$ cat config.mk
export PLATFORM = sky130hd
export DESIGN_NAME = bounded_priority_event_queue_top
export DESIGN_NICKNAME = d
export VERILOG_FILES = /design/src/bpeq_pkg.sv /design/src/bpeq_ram.sv /design/src/bounded_priority_event_queue_top.sv
export SDC_FILE = /design/constraint.sdc
export NUM_CORES = 1
export LEC_CHECK = 0
export BUFFER_PORTS_ARGS = -buffer_cell sky130_fd_sc_hd__buf_2
export CAP_MARGIN = 20
export CORE_MARGIN = 2
export CORE_UTILIZATION = 32
export CTS_CLUSTER_DIAMETER = 40
export DETAILED_ROUTE_END_ITERATION = 7
export MAX_ROUTING_LAYER = met4
export SYNTH_ARGS = -nofsm -noshare
export SYNTH_HDL_FRONTEND = slang
export SYNTH_SLANG_ARGS = --single-unit
$ cat constraint.sdc
create_clock -name clock -period 3.45 [get_ports clock]
set_clock_uncertainty 0.2 [all_clocks]
set_input_delay 1.035 -clock clock [delete_from_list [all_inputs] [get_ports clock]]
set_output_delay 1.035 -clock clock [all_outputs]
set_load 0.01 [all_outputs]
$ cat src/bpeq_pkg.sv
// shared types and constants of the bounded priority event queue
// no dependencies

package bpeq_pkg;

   localparam int QUEUE_DEPTH    = 16;
   localparam int PRIORITY_COUNT = 8;

   localparam int CODE_W    = 4;
   localparam int PRIO_W    = 3;
   localparam int CAP_W     = 5;
   localparam int COUNT_W   = 5;
   localparam int CSR_W     = 32;
   localparam int CSR_ADDR_W = 3;

   localparam logic [CAP_W-1:0] CAP_RESET = 5'd16;

   localparam logic [PRIO_W-1:0] PRIO_MAX =
      (PRIORITY_COUNT > (1 << PRIO_W)) ? {PRIO_W{1'b1}} : PRIO_W'(PRIORITY_COUNT - 1);

   // register indexes on the word address
   localparam logic REG_CAPACITY = 1'b0;

   // item kinds on req_tuser
   localparam logic MODE_INSERT = 1'b0;
   localparam logic MODE_POP    = 1'b1;

   typedef struct packed {
      logic [PRIO_W-1:0] prio;
      logic [CODE_W-1:0] code;
   } entry_type;

endpackage

$ cat src/bpeq_ram.sv
// generic single write port ram with one registered read port
// depends on bpeq_pkg for default sizes

module bpeq_ram #(
   parameter int WIDTH = $bits(bpeq_pkg::entry_type),
   parameter int DEPTH = bpeq_pkg::QUEUE_DEPTH
) (
   input  logic                     clock,
   input  logic                     wr_en,
   input  logic [$clog2(DEPTH)-1:0] wr_addr,
   input  logic [WIDTH-1:0]         wr_data,
   input  logic                     rd_en,
   input  logic [$clog2(DEPTH)-1:0] rd_addr,
   output logic [WIDTH-1:0]         rd_data
);

   logic [WIDTH-1:0] mem_ff [DEPTH];
   logic [WIDTH-1:0] rd_data_ff;

   always_ff @(posedge clock) begin
      if (wr_en) begin
         mem_ff[wr_addr] <= wr_data;
      end
      if (rd_en) begin
         rd_data_ff <= mem_ff[rd_addr];
      end
   end

   assign rd_data = rd_data_ff;

endmodule

$ cat src/bounded_priority_event_queue_top.sv
// top level of the bounded priority event queue: sequencer, count and capacity register
// depends on bpeq_pkg and bpeq_ram

// The queue keeps its entries sorted by priority, head in slot 0, in one ram with a
// registered read and one write per cycle. An item is taken only while the sequencer
// is idle. A pop reads the head and then moves every remaining entry up one slot, one
// slot per cycle. An insert walks from the tail toward the head, moving each entry of
// lower priority down one slot per cycle. The result waits in an output register, so
// the next item is accepted while it does.

module bounded_priority_event_queue_top #(
   parameter int QUEUE_DEPTH = bpeq_pkg::QUEUE_DEPTH
) (
   input  logic                            clock,
   input  logic                            reset,
   input  logic                            req_tvalid,
   output logic                            req_tready,
   input  logic [7:0]                      req_tdata,   // process_code, priority_level
   input  logic                            req_tuser,   // mode
   output logic                            rsp_tvalid,
   input  logic                            rsp_tready,
   output logic [15:0]                     rsp_tdata,   // popped_code, popped_priority, entry_count
   output logic [1:0]                      rsp_tuser,   // popped_valid, insert_dropped
   input  logic                            csr_psel,
   input  logic                            csr_penable,
   input  logic                            csr_pwrite,
   input  logic [bpeq_pkg::CSR_ADDR_W-1:0] csr_paddr,
   input  logic [bpeq_pkg::CSR_W-1:0]      csr_pwdata,
   output logic [bpeq_pkg::CSR_W-1:0]      csr_prdata,
   output logic                            csr_pready
);

   localparam int AW = $clog2(QUEUE_DEPTH);
   localparam int CW = $clog2(QUEUE_DEPTH + 1);
   localparam int W  = (CW > bpeq_pkg::CAP_W) ? CW : bpeq_pkg::CAP_W;
   localparam int EW = $bits(bpeq_pkg::entry_type);

   typedef enum logic [5:0] {
      ST_IDLE      = 6'b000001,
      ST_POP_HEAD  = 6'b000010,
      ST_POP_SHIFT = 6'b000100,
      ST_INS_WALK  = 6'b001000,
      ST_INS_PLACE = 6'b010000,
      ST_FINISH    = 6'b100000
   } state_type;

   state_type                    state_ff, state_in;
   logic [CW-1:0]                held_ff, held_in;
   logic [bpeq_pkg::CAP_W-1:0]   cap_ff, cap_in;
   logic [AW-1:0]                idx_ff, idx_in;
   logic                         mode_ff, mode_in;
   bpeq_pkg::entry_type          new_ff, new_in;
   bpeq_pkg::entry_type          pop_ff, pop_in;
   logic                         pop_valid_ff, pop_valid_in;
   logic                         drop_ff, drop_in;
   logic                         rsp_valid_ff, rsp_valid_in;
   logic [15:0]                  rsp_data_ff, rsp_data_in;
   logic [1:0]                   rsp_user_ff, rsp_user_in;

   logic                         accept;
   logic                         full;
   logic [bpeq_pkg::PRIO_W-1:0]  in_prio;
   logic [CW-1:0]                held_next;
   logic                         csr_write;

   logic                         wr_en;
   logic [AW-1:0]                wr_addr;
   bpeq_pkg::entry_type          wr_data;
   logic                         rd_en;
   logic [AW-1:0]                rd_addr;
   bpeq_pkg::entry_type          rd_data;

   bpeq_ram #(
      .WIDTH (EW),
      .DEPTH (QUEUE_DEPTH)
   ) u_ram (
      .clock   (clock),
      .wr_en   (wr_en),
      .wr_addr (wr_addr),
      .wr_data (wr_data),
      .rd_en   (rd_en),
      .rd_addr (rd_addr),
      .rd_data (rd_data)
   );

   assign req_tready = (state_ff == ST_IDLE);
   assign accept     = req_tvalid && req_tready;
   assign in_prio    = (req_tdata[6:4] > bpeq_pkg::PRIO_MAX) ? bpeq_pkg::PRIO_MAX
                                                             : req_tdata[6:4];
   assign full       = (W'(held_ff) >= W'(cap_ff)) || (W'(held_ff) >= W'(QUEUE_DEPTH));

   assign csr_pready = 1'b1;
   assign csr_write  = csr_psel && csr_penable && csr_pwrite && csr_pready;
   assign csr_prdata = (csr_paddr[2] == bpeq_pkg::REG_CAPACITY)
                     ? bpeq_pkg::CSR_W'(cap_ff) : '0;
   assign cap_in     = (csr_write && csr_paddr[2] == bpeq_pkg::REG_CAPACITY)
                     ? csr_pwdata[bpeq_pkg::CAP_W-1:0] : cap_ff;

   always_comb begin
      if (mode_ff == bpeq_pkg::MODE_INSERT && !drop_ff) begin
         held_next = held_ff + 1'b1;
      end else if (mode_ff == bpeq_pkg::MODE_POP && pop_valid_ff) begin
         held_next = held_ff - 1'b1;
      end else begin
         held_next = held_ff;
      end
   end

   always_comb begin
      state_in     = state_ff;
      held_in      = held_ff;
      idx_in       = idx_ff;
      mode_in      = mode_ff;
      new_in       = new_ff;
      pop_in       = pop_ff;
      pop_valid_in = pop_valid_ff;
      drop_in      = drop_ff;
      rsp_valid_in = rsp_valid_ff && !rsp_tready;
      rsp_data_in  = rsp_data_ff;
      rsp_user_in  = rsp_user_ff;
      wr_en        = 1'b0;
      wr_addr      = idx_ff;
      wr_data      = new_ff;
      rd_en        = 1'b0;
      rd_addr      = '0;

      unique case (state_ff)
         ST_IDLE: begin
            if (accept) begin
               mode_in      = req_tuser;
               new_in.code  = req_tdata[3:0];
               new_in.prio  = in_prio;
               pop_in       = '0;
               pop_valid_in = 1'b0;
               drop_in      = 1'b0;
               if (req_tuser == bpeq_pkg::MODE_POP) begin
                  if (held_ff == '0) begin
                     state_in = ST_FINISH;
                  end else begin
                     rd_en    = 1'b1;
                     rd_addr  = '0;
                     state_in = ST_POP_HEAD;
                  end
               end else if (full) begin
                  drop_in  = 1'b1;
                  state_in = ST_FINISH;
               end else if (held_ff == '0) begin
                  wr_en        = 1'b1;
                  wr_addr      = '0;
                  wr_data.code = req_tdata[3:0];
                  wr_data.prio = in_prio;
                  state_in     = ST_FINISH;
               end else begin
                  rd_en    = 1'b1;
                  rd_addr  = AW'(held_ff - 1'b1);
                  idx_in   = AW'(held_ff);
                  state_in = ST_INS_WALK;
               end
            end
         end
         ST_POP_HEAD: begin
            pop_in       = rd_data;
            pop_valid_in = 1'b1;
            if (held_ff > CW'(1)) begin
               rd_en    = 1'b1;
               rd_addr  = AW'(1);
               idx_in   = AW'(1);
               state_in = ST_POP_SHIFT;
            end else begin
               state_in = ST_FINISH;
            end
         end
         ST_POP_SHIFT: begin
            wr_en   = 1'b1;
            wr_addr = idx_ff - 1'b1;
            wr_data = rd_data;
            if ((CW'(idx_ff) + CW'(1)) < held_ff) begin
               rd_en   = 1'b1;
               rd_addr = idx_ff + 1'b1;
               idx_in  = idx_ff + 1'b1;
            end else begin
               state_in = ST_FINISH;
            end
         end
         ST_INS_WALK: begin
            wr_en = 1'b1;
            if (rd_data.prio < new_ff.prio) begin
               wr_data = rd_data;
               if (idx_ff == AW'(1)) begin
                  idx_in   = '0;
                  state_in = ST_INS_PLACE;
               end else begin
                  rd_en   = 1'b1;
                  rd_addr = idx_ff - AW'(2);
                  idx_in  = idx_ff - 1'b1;
               end
            end else begin
               state_in = ST_FINISH;
            end
         end
         ST_INS_PLACE: begin
            wr_en    = 1'b1;
            state_in = ST_FINISH;
         end
         ST_FINISH: begin
            if (!rsp_valid_ff || rsp_tready) begin
               rsp_valid_in = 1'b1;
               rsp_data_in  = {4'b0000, bpeq_pkg::COUNT_W'(held_next), pop_ff.prio, pop_ff.code};
               rsp_user_in  = {drop_ff, pop_valid_ff};
               held_in      = held_next;
               state_in     = ST_IDLE;
            end
         end
         default: begin
            state_in = ST_IDLE;
         end
      endcase
   end

   always_ff @(posedge clock) begin
      if (reset) begin
         state_ff     <= ST_IDLE;
         held_ff      <= '0;
         cap_ff       <= bpeq_pkg::CAP_RESET;
         rsp_valid_ff <= 1'b0;
      end else begin
         state_ff     <= state_in;
         held_ff      <= held_in;
         cap_ff       <= cap_in;
         rsp_valid_ff <= rsp_valid_in;
      end
   end

   always_ff @(posedge clock) begin
      idx_ff       <= idx_in;
      mode_ff      <= mode_in;
      new_ff       <= new_in;
      pop_ff       <= pop_in;
      pop_valid_ff <= pop_valid_in;
      drop_ff      <= drop_in;
      rsp_data_ff  <= rsp_data_in;
      rsp_user_ff  <= rsp_user_in;
   end

   assign rsp_tvalid = rsp_valid_ff;
   assign rsp_tdata  = rsp_data_ff;
   assign rsp_tuser  = rsp_user_ff;

endmodule

==> impl_metrics.env <==
export IMPL_syn_area_sq_um=8090
export IMPL_synth_edf_count=154
export IMPL_fin_crit_sh_pct=111
export IMPL_reg2reg_depth=14
export IMPL_place_inst=1038
export IMPL_ys_warn_count=0
export IMPL_yosysTopAreaCellShare_pct=57.2
export IMPL_setup_ws_ps=-374
export IMPL_tightest_slew_ps=810
export IMPL_grt_pass1_vias=5162
export IMPL_grt_max_degree=19
export IMPL_violations="negative setup slack"
export IMPL_initial_core_util_pct=32.4
export IMPL_cts_buffers=17
export IMPL_rsz0062_at_grt="true"
export IMPL_p_comb_share_pct=18.9
export IMPL_synth_top_area_cell="edfxtp_1"
export IMPL_leakage_nw=4.07
export IMPL_clkTransAtPathRegs_ps=80
export IMPL_drt_iter0_markers=361
export IMPL_startpoint_type="flop"
export IMPL_pwr_share_clk_pct=34.4
export IMPL_slew_viol_final=0
export IMPL_place_hpwl_mm=12.9
export IMPL_relSlewSlack_pct=45.8
export IMPL_whs_path_depth=0
export IMPL_switching_share_pct=27.7
export IMPL_p_per_area_nw_per_um2=537
export IMPL_boundaryPins=104
export IMPL_wl_per_cell_microns=16.7
export IMPL_antenna_left=0
export IMPL_synth_seq_cells=171
export IMPL_setup_viol=7
export IMPL_synth_async_reset_ratio_pct=0
export IMPL_die_x_microns=163
export IMPL_critPathCaptureType="flop"
export IMPL_netlist_instances=608
export IMPL_portBuffers=41
export IMPL_ys_top_cells_by_area="edfxtp_1 57%, mux2i_1 5.9%, dfxtp_1 4.2%"
export IMPL_clock_sinks=171
export IMPL_finalWirelength_mm=18.1
export IMPL_synth_top_flop_cell="edfxtp_1"
export IMPL_insertion_delay_ps=430
export IMPL_ys_seq_area_share_pct=61.4
export IMPL_n_antenna_cell=0
export IMPL_holdCritPathClass="flop to flop"
export IMPL_postSynthAreaPerCell_sq_um=13.3
export IMPL_status="complete, but fails checks"
export IMPL_nets=814
export IMPL_critPathMaxFanout=7
export IMPL_drive_gt1_share_pct=31.8
export IMPL_cell_internal_pwr_mw=4.00
export IMPL_firstDrtPassIters=6
export IMPL_crit_arrival_ps=3790
export IMPL_fp_row_count=58
export IMPL_power_frac_seq_pct=46.7
export IMPL_antenna_found_initial=0
export IMPL_route_detailed_drc=0
export IMPL_grt_usage_pct=14.8
export IMPL_regArea_sq_um=4960
export IMPL_p_sw_mw=1.53
export IMPL_multiInputGateArea_sq_um=3050
export IMPL_vias_per_cell=4.81
export IMPL_postLayoutCoreUtil_pct=41.3
export IMPL_root_buffer="clkbuf_16"
export IMPL_cap_violations=0
export IMPL_synth_cell_types=72
export IMPL_clk_path_buf_depth=2
export IMPL_yosysMostFrequentCell="edfxtp_1"
export IMPL_power_total_mw=5.53
export IMPL_coreArea_sq_um=25000
export IMPL_ir_drop_v=0.000370
export IMPL_fin_cells=1084
export IMPL_vias=5218
export IMPL_cts_tree="yes"
export IMPL_grt_pass1_wl_mm=28.5
export IMPL_hold_buffers=0
export IMPL_grt_ovfl_total=0
export IMPL_fmax_mhz=261
export IMPL_area_delta_synth_final_pct=27.3
export IMPL_synth_commonest_cells="154 x edfxtp_1, 50 x nor2_1, 48 x mux2i_1, 35 x buf_4, 30 x nand2_1"
export IMPL_die_y_microns=163
export IMPL_hold_viol=0
export IMPL_htree_levels=4
export IMPL_nFillCells=2254
export IMPL_fin_crit_ps=3820
export IMPL_path_class="flop to flop"
export IMPL_dieArea_sq_um=26600
export IMPL_globalplace_congestion=0.832
export IMPL_cp_required_ps=3410
## layout make-up
type / count / share of cell area [%]
Inverter: 22 / 0.838
Multi-Input combinational cell: 388 / 29.6
Timing Repair Buffer: 141 / 11.4
Clock buffer: 17 / 4.13
Tap cell: 330 / 4.01
Sequential cell: 171 / 48.2
Clock inverter: 15 / 1.76
## power by group through the flow
stage / Combinational [mW] / Clock, mW / Sequential [mW]
2_1_floorplan: 0.522 / 0 / 2.63
3_3_place_gp: 0.984 / 0 / 2.63
3_5_place_dp: 1.00 / 0 / 2.63
4_1_cts: 1.04 / 1.93 / 2.58
5_1_grt: 1.14 / 2.03 / 2.59
6_report: 1.05 / 1.90 / 2.58
## critical path, cell delays in order (launching register included)
cell	delay [ps]
edfxtp_1	510
ha_4	230
xnor2_4	170
inv_2	70
ha_4	270
nand2_2	40
o21ai_2	130
a311o_1	260
mux2i_4	100
a211oi_4	260
buf_4	180
buf_12	130
mux2_4	320
o2bb2ai_4	130
or4_4	530
## metrics by stage
step	instance area, sq um	setup WS, ps	TNS, ps	hold WS, ps
3_3_place_gp	9320	-384	-44560	202
2_1_floorplan	8290	-39.9	-184	200
4_1_cts	10200	-333	-2090	223
6_report	10300	-374	-2330	220
3_5_place_dp	9320	-369	-42060	208
5_1_grt	10300	-493	-3240	232
## what timing repair did
action	in CTS	in global routing
gates resized for setup	23	28
setup endpoints to repair	7	35
setup buffers	11	4
gates cloned	2	0
pin swaps	2	8
## path summary, 6_finish.rpt
path / start / to / slack (ps)
max: idx_ff[1] / u_ram.rd_data[2] / -370
min: pop_ff[2] / rsp_tdata[2] / 220
max reg2reg: idx_ff[1] / u_ram.rd_data[2] / -370
min reg2reg: pop_ff[2] / rsp_tdata[2] / 220
## routing by layer
| metal | GRT usage (%) | vias to the layer above | share of wire [%] |
|---|---|---|---|
| met5 | - | - | 0 |
| met4 | 4.99 | 0 | 1.5 |
| met2 | 24.0 | 165 | 49 |
| li1 | - | 2493 | - |
| met1 | 18.3 | 2539 | 44 |
| met3 | 3.31 | 21 | 5.3 |
## flip-flops by register name, indices dropped and copies added (netlist names)
register and count:
cap_ff 5, drop_ff 1, state_ff 6, rsp_tdata 12
rsp_tuser 2, mode_ff 1, rsp_tvalid 1, pop_valid_ff 1
held_ff 5, u_ram.rd_data 7, u_ram.mem_ff 112, new_ff 7
pop_ff 7, idx_ff 4
## cell usage in the layout (no fill, tap or decap), types with 11 or more instances in the layout
cell	count
a21oi_1	13
buf_12	15
buf_2	41
buf_4	78
clkbuf_16	17
conb_1	32
dfxtp_1	17
edfxtp_1	154
ha_1	18
inv_1	18
mux2_4	12
mux2i_1	39
nand2_1	29
nor2_1	46
o21ai_0	19
o22ai_1	18
xnor2_1	11
## cells by family (layout without fill, tap and decap cells)
group                      count (synthesis)  in the layout  synth area share [%]
DFF                                      171            171                  61.4
and+or+nand+nor                          149            149                  9.56
AOI/OAI and AO/OA                        109            109                  9.70
buffers and inverters                     79            195                  5.97
muxes                                     63             63                  8.49
adders and majority gates                 22             22                  3.40
xor gates and xnor gates                  13             13                  1.41
other                                      2             32                0.0928
Note: power is estimated with default switching activity, not from simulation.
